File: src/rtl/led_pkg.sv
`timescale 1ns / 1ps

package led_pkg;

  // default sizing
  localparam int WINDOW_WIDTH_DEF = 5;
  localparam int SAMPLE_BITS_DEF  = 16;
  localparam int THRESHOLD_W      = 16;

  // status from the shared compare unit
  typedef struct packed {
    logic lt;      // a < b
    logic eq;      // a == b
    logic ge_thr;  // a - b >= threshold
  } cmp_flags_t;

  // sequencer steps
  typedef enum logic [3:0] {
    S_IDLE,
    S_LMAX,
    S_LMIN,
    S_SCAN_HI,
    S_SCAN_LO,
    S_CAND,
    S_RMAX,
    S_RMIN,
    S_CMAX_L,
    S_CMAX_R,
    S_CMIN_L,
    S_CMIN_R,
    S_FINISH
  } state_t;

endpackage

File: src/rtl/led_cmp.sv
`timescale 1ns / 1ps

module led_cmp #(
  parameter int SAMPLE_BITS = led_pkg::SAMPLE_BITS_DEF
) (
  input  logic signed [SAMPLE_BITS-1:0]      a,
  input  logic signed [SAMPLE_BITS-1:0]      b,
  input  logic [led_pkg::THRESHOLD_W-1:0]    threshold,
  output led_pkg::cmp_flags_t                flags
);

  // difference wide enough for any pair of samples and the full threshold
  localparam int DIFF_W = (SAMPLE_BITS + 2 > led_pkg::THRESHOLD_W + 2) ?
                          SAMPLE_BITS + 2 : led_pkg::THRESHOLD_W + 2;

  logic signed [DIFF_W-1:0] diff;
  logic signed [DIFF_W-1:0] thr_ext;

  // exact subtract, no wrap
  assign diff    = DIFF_W'(a) - DIFF_W'(b);
  assign thr_ext = $signed({{(DIFF_W - led_pkg::THRESHOLD_W){1'b0}}, threshold});

  assign flags.lt     = diff[DIFF_W-1];
  assign flags.eq     = (diff == '0);
  assign flags.ge_thr = (diff >= thr_ext);

endmodule

File: src/rtl/local_extrema_detector.sv
`timescale 1ns / 1ps

// each accepted word steps through the sequencer: left-side trackers, then, once the window is full,
// a scan of the window, candidate update, right-side trackers and confirmation, then the output load
// no new word is taken until the last one is through; during warm-up only the left trackers run
// every step goes through the one compare unit
// a result waiting at the output holds the next word at its last step
// reset: synchronous, clears window, trackers, confirmed values, threshold and handshakes
module local_extrema_detector #(
  parameter int WINDOW_WIDTH = led_pkg::WINDOW_WIDTH_DEF,
  parameter int SAMPLE_BITS  = led_pkg::SAMPLE_BITS_DEF
) (
  input  logic                               clk,
  input  logic                               rst,
  input  logic                               cfg_wr_en,
  input  logic [led_pkg::THRESHOLD_W-1:0]    cfg_wr_data,
  input  logic                               in_valid,
  output logic                               in_stall,
  input  logic signed [SAMPLE_BITS-1:0]      sample,
  output logic                               out_valid,
  input  logic                               out_stall,
  output logic                               window_full,
  output logic                               maxima_found,
  output logic                               minima_found,
  output logic signed [SAMPLE_BITS-1:0]      maxima_value,
  output logic signed [SAMPLE_BITS-1:0]      minima_value
);

  localparam int CENTER     = (WINDOW_WIDTH - 1) / 2;
  localparam int LEFT_START = CENTER + 2;
  localparam int CNT_W      = $clog2(WINDOW_WIDTH + 1);
  localparam int IDX_W      = $clog2(WINDOW_WIDTH);

  led_pkg::state_t state, state_next;

  logic signed [SAMPLE_BITS-1:0] win [WINDOW_WIDTH];
  logic [CNT_W-1:0]              count;
  logic [IDX_W-1:0]              idx;
  logic [led_pkg::THRESHOLD_W-1:0] threshold;

  logic signed [SAMPLE_BITS-1:0] hi, lo;
  logic signed [SAMPLE_BITS-1:0] max_left_floor, max_right_floor;
  logic signed [SAMPLE_BITS-1:0] min_left_ceiling, min_right_ceiling;
  logic signed [SAMPLE_BITS-1:0] max_candidate, min_candidate;
  logic signed [SAMPLE_BITS-1:0] max_confirmed, min_confirmed;
  logic max_pending, min_pending;
  logic max_left_fresh, min_left_fresh;
  logic max_right_fresh, min_right_fresh;
  logic left_ok;
  logic max_found, min_found;

  logic signed [SAMPLE_BITS-1:0] cmp_a, cmp_b;
  led_pkg::cmp_flags_t           flags;

  logic signed [SAMPLE_BITS-1:0] left, right, mid, scan_val;
  logic in_accept, out_take, out_load, left_en, full, is_hi, is_lo;

  assign left     = win[CENTER - 1];
  assign right    = win[CENTER + 1];
  assign mid      = win[CENTER];
  assign scan_val = win[idx];

  assign full     = (count == CNT_W'(WINDOW_WIDTH));
  assign left_en  = (count >= CNT_W'(LEFT_START));
  assign is_hi    = (mid == hi);
  assign is_lo    = (mid == lo);

  assign in_stall  = (state != led_pkg::S_IDLE);
  assign in_accept = in_valid && !in_stall;
  assign out_take  = out_valid && !out_stall;

  // shared compare unit
  led_cmp #(
    .SAMPLE_BITS(SAMPLE_BITS)
  ) u_cmp (
    .a         (cmp_a),
    .b         (cmp_b),
    .threshold (threshold),
    .flags     (flags)
  );

  // state register
  always_ff @(posedge clk) begin
    if (rst) begin
      state <= led_pkg::S_IDLE;
    end else begin
      state <= state_next;
    end
  end

  // next state and compare operand selection
  always_comb begin
    state_next = state;
    cmp_a      = '0;
    cmp_b      = '0;
    out_load   = 1'b0;
    case (state)
      led_pkg::S_IDLE: begin
        if (in_accept) begin
          state_next = led_pkg::S_LMAX;
        end
      end
      led_pkg::S_LMAX: begin
        cmp_a      = left;
        cmp_b      = max_left_floor;
        state_next = led_pkg::S_LMIN;
      end
      led_pkg::S_LMIN: begin
        cmp_a      = min_left_ceiling;
        cmp_b      = left;
        state_next = full ? led_pkg::S_SCAN_HI : led_pkg::S_FINISH;
      end
      led_pkg::S_SCAN_HI: begin
        cmp_a      = hi;
        cmp_b      = scan_val;
        state_next = led_pkg::S_SCAN_LO;
      end
      led_pkg::S_SCAN_LO: begin
        cmp_a      = scan_val;
        cmp_b      = lo;
        state_next = (idx == IDX_W'(WINDOW_WIDTH - 1)) ? led_pkg::S_CAND
                                                       : led_pkg::S_SCAN_HI;
      end
      led_pkg::S_CAND: begin
        cmp_a      = mid;
        cmp_b      = is_hi ? max_candidate : min_candidate;
        state_next = led_pkg::S_RMAX;
      end
      led_pkg::S_RMAX: begin
        cmp_a      = right;
        cmp_b      = max_right_floor;
        state_next = led_pkg::S_RMIN;
      end
      led_pkg::S_RMIN: begin
        cmp_a      = min_right_ceiling;
        cmp_b      = right;
        state_next = led_pkg::S_CMAX_L;
      end
      led_pkg::S_CMAX_L: begin
        cmp_a      = max_candidate;
        cmp_b      = max_left_floor;
        state_next = led_pkg::S_CMAX_R;
      end
      led_pkg::S_CMAX_R: begin
        cmp_a      = max_candidate;
        cmp_b      = max_right_floor;
        state_next = led_pkg::S_CMIN_L;
      end
      led_pkg::S_CMIN_L: begin
        cmp_a      = min_left_ceiling;
        cmp_b      = min_candidate;
        state_next = led_pkg::S_CMIN_R;
      end
      led_pkg::S_CMIN_R: begin
        cmp_a      = min_right_ceiling;
        cmp_b      = min_candidate;
        state_next = led_pkg::S_FINISH;
      end
      led_pkg::S_FINISH: begin
        if (!out_valid || !out_stall) begin
          out_load   = 1'b1;
          state_next = led_pkg::S_IDLE;
        end
      end
      default: begin
        state_next = led_pkg::S_IDLE;
      end
    endcase
  end

  // threshold register
  always_ff @(posedge clk) begin
    if (rst) begin
      threshold <= '0;
    end else if (cfg_wr_en) begin
      threshold <= cfg_wr_data;
    end
  end

  // sample window and saturating count
  always_ff @(posedge clk) begin
    if (rst) begin
      for (int i = 0; i < WINDOW_WIDTH; i++) begin
        win[i] <= '0;
      end
      count <= '0;
    end else if (in_accept) begin
      for (int i = 0; i < WINDOW_WIDTH - 1; i++) begin
        win[i] <= win[i + 1];
      end
      win[WINDOW_WIDTH - 1] <= sample;
      if (!full) begin
        count <= count + 1'b1;
      end
    end
  end

  // tracker, candidate and confirmation updates
  always_ff @(posedge clk) begin
    if (rst) begin
      idx               <= '0;
      hi                <= '0;
      lo                <= '0;
      max_left_floor    <= '0;
      max_right_floor   <= '0;
      min_left_ceiling  <= '0;
      min_right_ceiling <= '0;
      max_candidate     <= '0;
      min_candidate     <= '0;
      max_confirmed     <= '0;
      min_confirmed     <= '0;
      max_pending       <= 1'b0;
      min_pending       <= 1'b0;
      max_left_fresh    <= 1'b1;
      min_left_fresh    <= 1'b1;
      max_right_fresh   <= 1'b0;
      min_right_fresh   <= 1'b0;
      left_ok           <= 1'b0;
      max_found         <= 1'b0;
      min_found         <= 1'b0;
    end else begin
      case (state)
        led_pkg::S_IDLE: begin
          if (in_accept) begin
            max_found <= 1'b0;
            min_found <= 1'b0;
          end
        end
        led_pkg::S_LMAX: begin
          if (left_en) begin
            if (max_left_fresh) begin
              max_left_floor <= left;
              max_left_fresh <= 1'b0;
            end else if (!max_pending && flags.lt) begin
              max_left_floor <= left;
            end
          end
        end
        led_pkg::S_LMIN: begin
          if (left_en) begin
            if (min_left_fresh) begin
              min_left_ceiling <= left;
              min_left_fresh   <= 1'b0;
            end else if (!min_pending && flags.lt) begin
              min_left_ceiling <= left;
            end
          end
          // seed the window scan
          hi  <= win[0];
          lo  <= win[0];
          idx <= IDX_W'(1);
        end
        led_pkg::S_SCAN_HI: begin
          if (flags.lt) begin
            hi <= scan_val;
          end
        end
        led_pkg::S_SCAN_LO: begin
          if (flags.lt) begin
            lo <= scan_val;
          end
          idx <= idx + 1'b1;
        end
        led_pkg::S_CAND: begin
          if (is_hi) begin
            if (max_pending) begin
              if (!flags.lt && !flags.eq) begin
                max_candidate <= mid;
              end
            end else begin
              max_candidate   <= mid;
              max_pending     <= 1'b1;
              max_right_fresh <= 1'b1;
            end
          end else if (is_lo) begin
            if (min_pending) begin
              if (flags.lt) begin
                min_candidate <= mid;
              end
            end else begin
              min_candidate   <= mid;
              min_pending     <= 1'b1;
              min_right_fresh <= 1'b1;
            end
          end
        end
        led_pkg::S_RMAX: begin
          if (max_right_fresh) begin
            max_right_floor <= right;
            max_right_fresh <= 1'b0;
          end else if (max_pending && flags.lt) begin
            max_right_floor <= right;
          end
        end
        led_pkg::S_RMIN: begin
          if (min_right_fresh) begin
            min_right_ceiling <= right;
            min_right_fresh   <= 1'b0;
          end else if (min_pending && flags.lt) begin
            min_right_ceiling <= right;
          end
        end
        led_pkg::S_CMAX_L: begin
          left_ok <= flags.ge_thr;
        end
        led_pkg::S_CMAX_R: begin
          if (max_pending && left_ok && flags.ge_thr) begin
            max_confirmed    <= max_candidate;
            max_pending      <= 1'b0;
            max_left_fresh   <= 1'b1;
            min_left_ceiling <= max_candidate;
            max_found        <= 1'b1;
          end
        end
        led_pkg::S_CMIN_L: begin
          left_ok <= flags.ge_thr;
        end
        led_pkg::S_CMIN_R: begin
          if (min_pending && left_ok && flags.ge_thr) begin
            min_confirmed  <= min_candidate;
            min_pending    <= 1'b0;
            max_left_floor <= min_candidate;
            min_left_fresh <= 1'b1;
            min_found      <= 1'b1;
          end
        end
        default: begin
        end
      endcase
    end
  end

  // output register
  always_ff @(posedge clk) begin
    if (rst) begin
      out_valid <= 1'b0;
    end else if (out_load) begin
      out_valid <= 1'b1;
    end else if (out_take) begin
      out_valid <= 1'b0;
    end
  end

  always_ff @(posedge clk) begin
    if (out_load) begin
      window_full  <= full;
      maxima_found <= max_found;
      minima_found <= min_found;
      maxima_value <= max_confirmed;
      minima_value <= min_confirmed;
    end
  end

endmodule
File: config.mk
export PLATFORM = sky130hd
export DESIGN_NAME = local_extrema_detector
export DESIGN_NICKNAME = d
export VERILOG_FILES = /design/src/rtl/led_pkg.sv /design/src/rtl/led_cmp.sv /design/src/rtl/local_extrema_detector.sv
export SDC_FILE = /design/constraint.sdc
export NUM_CORES = 1
export LEC_CHECK = 0
export BUFFER_PORTS_ARGS = -buffer_cell sky130_fd_sc_hd__buf_2
export CAP_MARGIN = 10
export CORE_MARGIN = 1.5
export CORE_UTILIZATION = 60
export CTS_CLUSTER_SIZE = 24
export DETAILED_ROUTE_END_ITERATION = 8
export PLACE_DENSITY = 0.78
export SLEW_MARGIN = 15
export SYNTH_ARGS = -nofsm -noshare
export SYNTH_HDL_FRONTEND = slang
export SYNTH_SLANG_ARGS = --single-unit
File: constraint.sdc
create_clock -name clk -period 13.8 [get_ports clk]
set_input_delay 0.69 -clock clk [delete_from_list [all_inputs] [get_ports clk]]
set_output_delay 0.69 -clock clk [all_outputs]
set_load 0.005 [all_outputs]
After elaboration in Yosys (flattened, before gate mapping)
Memories as Yosys holds them, arrays and structs flattened. A register that Yosys moved wholly into a read port is not among the register bits. Cells that the tools add are included.

Output and inout bits: 37. RAM bits: 80. Input port bits: 37. Word-level logic and storage cells: 207. Memories kept: 1. Flip-flop bits (word level): 231.

Memories: win (words 5, bits a word 16, read ports 6, clocked after memory_dff 1, wr ports 5, RTL line local_extrema_detector.sv:36) `logic signed [SAMPLE_BITS-1:0] win [WINDOW_WIDTH];`.

Add/subtract/negate cells: 3. Bitwise logic cells: 7. Reductions and logical operators: 64. Mux-type cells: 68. Equality and inequality tests: 33. Order comparisons: 2.

Operators with widths (count): $mux W16 (23); $pmux W16 S8 (2); $pmux W16 S2 (4); $pmux W4 S13 (1); $eq A16 B16 Y1 (2); $reduce_bool A2 Y1 (15); $mux W1 (23); $ne A2 B2 Y1 const B (11); $reduce_and A3 Y1 (7); $eq A4 B4 Y1 const B (5); $reduce_and A4 Y1 (5); $ge A18 B17 Y1 (1); $logic_not A18 Y1 (1); $sub A16 B16 Y17 (1); $eq A4 B3 Y1 const B (4); $pmux W1 S2 (8); $reduce_and A2 Y1 (8); $reduce_or A2 Y1 (7); $mux W4 (3); $logic_and A1 B1 Y1 (11); $mux W3 (3); $eq A4 B2 Y1 const B (2); $ne A2 B1 Y1 const B (4); $logic_not A1 Y1 (7); 11 further kinds (19).

Logic depth before layout (Yosys ltp)
An unclocked memory read counts as a cell.

Depth after elaboration: 10. Depth in mapped cells: 28. Mapped depth without buffers: 23.

By module
From an unflattened synthesis, not the netlist that was laid out.

Cell total of the unflattened synthesis: 1613. Area total of the unflattened synthesis: 15837.7 um2.

Modules (own cells, without submodules): local_extrema_detector (times used 1, cells an instance 1437, area each 14577.7 um2); led_cmp (times used 1, cells an instance 176, area each 1260.0 um2).

Worst setup path after synthesis
Ideal clock, no wire load.

Path type: register to register. Start: memory win[2][15] (netlist bit). End: register max_left_floor[10]. Library setup time: 70 ps. Arrival: 5951 ps. Period minus slack after synthesis: 6021 ps. Buffers on the path: 5. Path slack: 7779 ps. Stages on the path, launching flop included: 28. Cell sequence: edfxtp_1 clkbuf_1 xnor2_1 nand4_1 nor4_1 clkbuf_1 buf_1 mux2i_1 nor2_1 a2111oi_0 ha_1 a21oi_1 nand2_1 nand4b_1 nand3_1 a21oi_1 xor2_1 ha_1 a21o_1 a21oi_1 o21ai_0 a21oi_1 a211oi_1 buf_2 nor2_1 o21a_1 clkbuf_1 o2bb2ai_1.

RTL lines: start, declared (RTL line local_extrema_detector.sv:36); end signal, assigned (RTL line local_extrema_detector.sv:232) `max_left_floor <= left;`; end signal, assigned (RTL line local_extrema_detector.sv:235) `max_left_floor <= left;`; end signal, assigned (RTL line local_extrema_detector.sv:322) `max_left_floor <= min_candidate;`; end, declared (RTL line local_extrema_detector.sv:42) `logic signed [SAMPLE_BITS-1:0] max_left_floor, max_right_floor;`.

Final worst setup path
Start: register state[1]. End: register min_left_ceiling[4].

Longest elaborated chain between the ends: 8.

RTL lines: start, declared (RTL line local_extrema_detector.sv:34) `led_pkg::state_t state, state_next;`; start signal, assigned (RTL line local_extrema_detector.sv:85) `state <= led_pkg::S_IDLE;`; start signal, assigned (RTL line local_extrema_detector.sv:87) `state <= state_next;`; $eq A4 B4 Y1, or another cell as far along (RTL line local_extrema_detector.sv:97) `case (state)`; $reduce_or A2 Y1 (no line); $pmux W16 S8 (RTL line local_extrema_detector.sv:97); $sub A16 B16 Y17 (RTL line led_cmp.sv:20) `assign diff = DIFF_W'(a) - DIFF_W'(b);`; $ge A18 B17 Y1 (RTL line led_cmp.sv:25) `assign flags.ge_thr = (diff >= thr_ext);`; $logic_and A1 B1 Y1 (RTL line local_extrema_detector.sv:307) `if (max_pending && left_ok && flags.ge_thr) begin`; $ne A2 B2 Y1 (no line); $reduce_and A4 Y1 (no line); end signal, assigned (RTL line local_extrema_detector.sv:242) `min_left_ceiling <= left;`; end signal, assigned (RTL line local_extrema_detector.sv:245) `min_left_ceiling <= left;`; end signal, assigned (RTL line local_extrema_detector.sv:311) `min_left_ceiling <= max_candidate;`; end, declared (RTL line local_extrema_detector.sv:43) `logic signed [SAMPLE_BITS-1:0] min_left_ceiling, min_right_ceiling;`.

Several ways; a longest one is shown, not always the timed one. A chain may end at the register's enable or synchronous reset.

==> run_results.csv <==
group,metric,value,unit
sta,tightest_slew,1.24,ns
global_route,grt_usage,34.7,%
clocking,cts_hold_buf,0,
synth,synth.area.top_cells,"dfxtp_1, edfxtp_1, mux2i_1, nor2_1, a21oi_1",
worst_setup_path,max_stage_delay,1.18,ns
synth,async_reset_ff_share,0,%
floorplan,num_rows,58,
sta,finalCritPeriodShare,53.1,%
placed_design,pre_cts_ws,6.63,ns
sta,finalHoldViolCount,0,
floorplan,start_util,61.2,%
global_route,grt_use_met3,8.99,%
floorplan,ios,74,
clocking,insertion_delay,0.53,ns
global_route,antenna_found_initial,0,
synth,avgSynthCellArea,10.0,µm²
synth,synthCells,1543,
final_layout,layout-drive-gt1-share,12.3,%
floorplan,die_x,163,µm
floorplan,core,25300,µm²
final_layout,fin_nets,1640,
sta,period_needed,7.33,ns
global_route,gr-usage-met1,47.9,%
floorplan,dieArea,26700,µm²
worst_setup_path,path_buf_inv,4,
worst_setup_path,cp_common_cell,"a21oi_1",
routing,routedWlPerCell,23.9,µm
clocking,cts_sinks,314,
sta,max_freq,136,MHz
clocking,postCtsSetupRepairBufs,0,
sta,rsz0062_at_grt,"no",
sta,finClkSkew,0.0238,ns
final_layout,area_delta_synth_final,11.7,%
hold_path,worstHoldPathType,"in -> reg",
placed_design,port_buffers,73,
synth,synth.top_cell.area_share,25.8,%
sta,slew_viol_final,0,
worst_setup_path,crit_fanout,32,
synth,synth-main-ff-cell,"dfxtp_1",
global_route,grt_pass1_wl,70400,µm
final_layout,diodes,0,
synth,yosysWarnings,0,
clocking,cts_root_buf,"clkbuf_16",
power,p_leak,6.81,nW
synth,synth_seq_cells,314,
worst_setup_path,path_delay_family,"compound AO/OA/AOI/OAI gates",
clocking,post_cts_resized,0,
clocking,cts_htree_levels,2,
worst_setup_path,start_kind,"register",
routing,wl,45900,µm
synth,synth_nets,1617,
routing,drc,0,
clocking,cts_buffers,34,
routing,via_count,12600,
routing,antenna_left,0,
placed_design,globalplace.congestion,0.970,
worst_setup_path,slowest_stage,"a2111oi_0",
sta,setup_viol,0,
worst_setup_path,required,14.17,ns
synth,ys_types,63,
worst_setup_path,cp-end-kind,"register",
worst_setup_path,arrival,7.70,ns
worst_setup_path,critical_path_class,"reg -> reg",
routing,firstDrtPassIters,8,
clocking,path_clk_slew,0.07,ns
power,pwr_density_cell,173,nW/µm²
sta,timing.slew.headroom,15.1,%
synth,ys_top_cells_by_count,"nor2_1, dfxtp_1, mux2i_1",
floorplan,die_h,163,µm
synth,synth_top_cell_by_area,"dfxtp_1",
synth,synth-edff-count,115,
sta,finalSetupTns,0,ns
sta,worst_slack,6.47,ns
outcome,status,"completed",
clocking,cts_tree,"built",
power,vdd_drop_max,161,µV
routing,via_per_inst,6.54,
global_route,grt_max_degree,111,
global_route,met2_usage,50.2,%
global_route,busiest_layer,"met2",
synth,seq_area_frac_synth,48.1,%
job,cap_violations,0,
clocking,cts.path.max_buffers,3,
global_route,grt_overflow_total,0,
worst_setup_path,path_cells,"inv_1, nand2_1, nor2_1, buf_4, a21o_1, a2111oi_0, ha_1, inv_1, nand2_1, o31a_1, nand3_1, a21oi_1, xor2_1, ha_1, a21o_1, a21oi_1, o21ai_0, a21oi_1, a211o_1, o21ai_2, buf_4, nor2_1, a211oi_1",
synth,mappedNetlistArea,15500,µm²
placed_design,hpwl,30300,µm
synth,synth.most_common_cell,"nor2_1",
routing,drt_iter0_drc,1687,
global_route,grt_pass1_vias,11900,
==> final cells by class <==
| type | count | area, µm² |
|---|---|---|
| fillers | 1965 | 7990 |
| multi-input cells | 1075 | 7510 |
| flip-flops and latches | 314 | 7440 |
| clock buffers | 44 | 928 |
| repair buffers | 101 | 582 |
| well taps | 330 | 413 |
| clock inverters | 18 | 244 |
| inverters | 40 | 150 |
==> registers in the layout, indices dropped and copies added, names as in the netlist, 3 cells and up, named ones only <==
| register | flops |
|---|---|
| max_right_floor | 16 |
| min_left_ceiling | 16 |
| lo | 16 |
| max_left_floor | 16 |
| min_candidate | 16 |
| threshold | 16 |
| max_candidate | 16 |
| count | 3 |
| idx | 3 |
| state | 4 |
| min_confirmed | 16 |
| hi | 16 |
| win | 80 |
| min_right_ceiling | 16 |
| maxima_value | 16 |
| minima_value | 16 |
| max_confirmed | 16 |
==> worst min-delay path, delay by kind of cell <==
kind,cells,cell delay (ns)
buf+inv,1,0.07
mux,1,0.05
simple gates,1,0.07
==> cell usage in the layout (no fill, tap or decap), types with 5 or more instances in the layout <==
cell type,synthesis,layout
nand2b_1,6,5
clkbuf_16,0,34
nand2_1,66,66
ha_1,36,36
a221oi_1,15,15
buf_2,13,72
o211ai_1,18,18
a22oi_1,39,39
inv_1,40,40
nand3_1,47,47
o2bb2ai_1,15,15
a211oi_1,37,36
o21ai_0,6,6
edfxtp_1,115,115
a21oi_1,106,104
a222oi_1,16,16
dfxtp_1,199,199
bufinv_16,0,5
buf_4,2,28
nor3_2,1,5
mux2i_1,161,161
a2111oi_0,16,16
xor2_1,16,16
nor2_1,245,241
and2_1,82,82
mux4_2,16,16
a21o_1,11,11
a22o_1,14,14
xnor2_1,27,27
nand4_1,10,10
nor3_1,12,8
clkbuf_1,83,6
==> metrics by stage <==
step	area, µm²	std cells	power (W)	hold WS [ns]	util [%]
floorplan	15500	1543	0.00176	0.408	-
global placement	16100	1860	0.00200	0.416	63.7
detailed placement	16100	1860	0.00202	0.416	63.7
CTS	17300	1922	0.00298	0.389	68.3
global route	17300	1922	0.00313	0.424	68.4
finish	17300	1922	0.00299	0.391	68.4
==> path summary, 6_finish.rpt <==
path,start,endpoint,cells past startpoint,slack (ns)
setup / recovery,state[1],min_left_ceiling[4],23,6.47
hold / removal,cfg_wr_data[15],threshold[15],3,0.39
setup reg to reg,state[1],min_left_ceiling[4],23,6.47
hold reg to reg,max_confirmed[8],maxima_value[8],0,0.43
==> power by group <==
| part | internal, W | switching [W] |
|---|---|---|
| Clock | 0.000574 | 0.000387 |
| Sequential | 0.00104 | 0.000109 |
| Combinational | 0.000330 | 0.000551 |
| Total | 0.00195 | 0.00105 |
==> routing by layer <==
| metal | up-vias | part of all wire (%) |
|---|---|---|
| li1 | 5652 | - |
| met1 | 5954 | 42 |
| met2 | 800 | 42 |
| met3 | 167 | 11 |
| met4 | 0 | 5.0 |
| met5 | - | 0 |
==> cells by family (layout without fill, tap and decap cells) <==
logic type | after synthesis | after routing | synth area share [%]
buf+inv | 154 | 203 | 4.00
flops | 314 | 314 | 48.1
simple gates | 492 | 492 | 14.5
xor+xnor | 43 | 43 | 2.44
compound gates | 326 | 326 | 15.1
mux | 177 | 177 | 12.8
fa+ha+maj | 37 | 37 | 3.04
(Power assumes the default switching activity.)
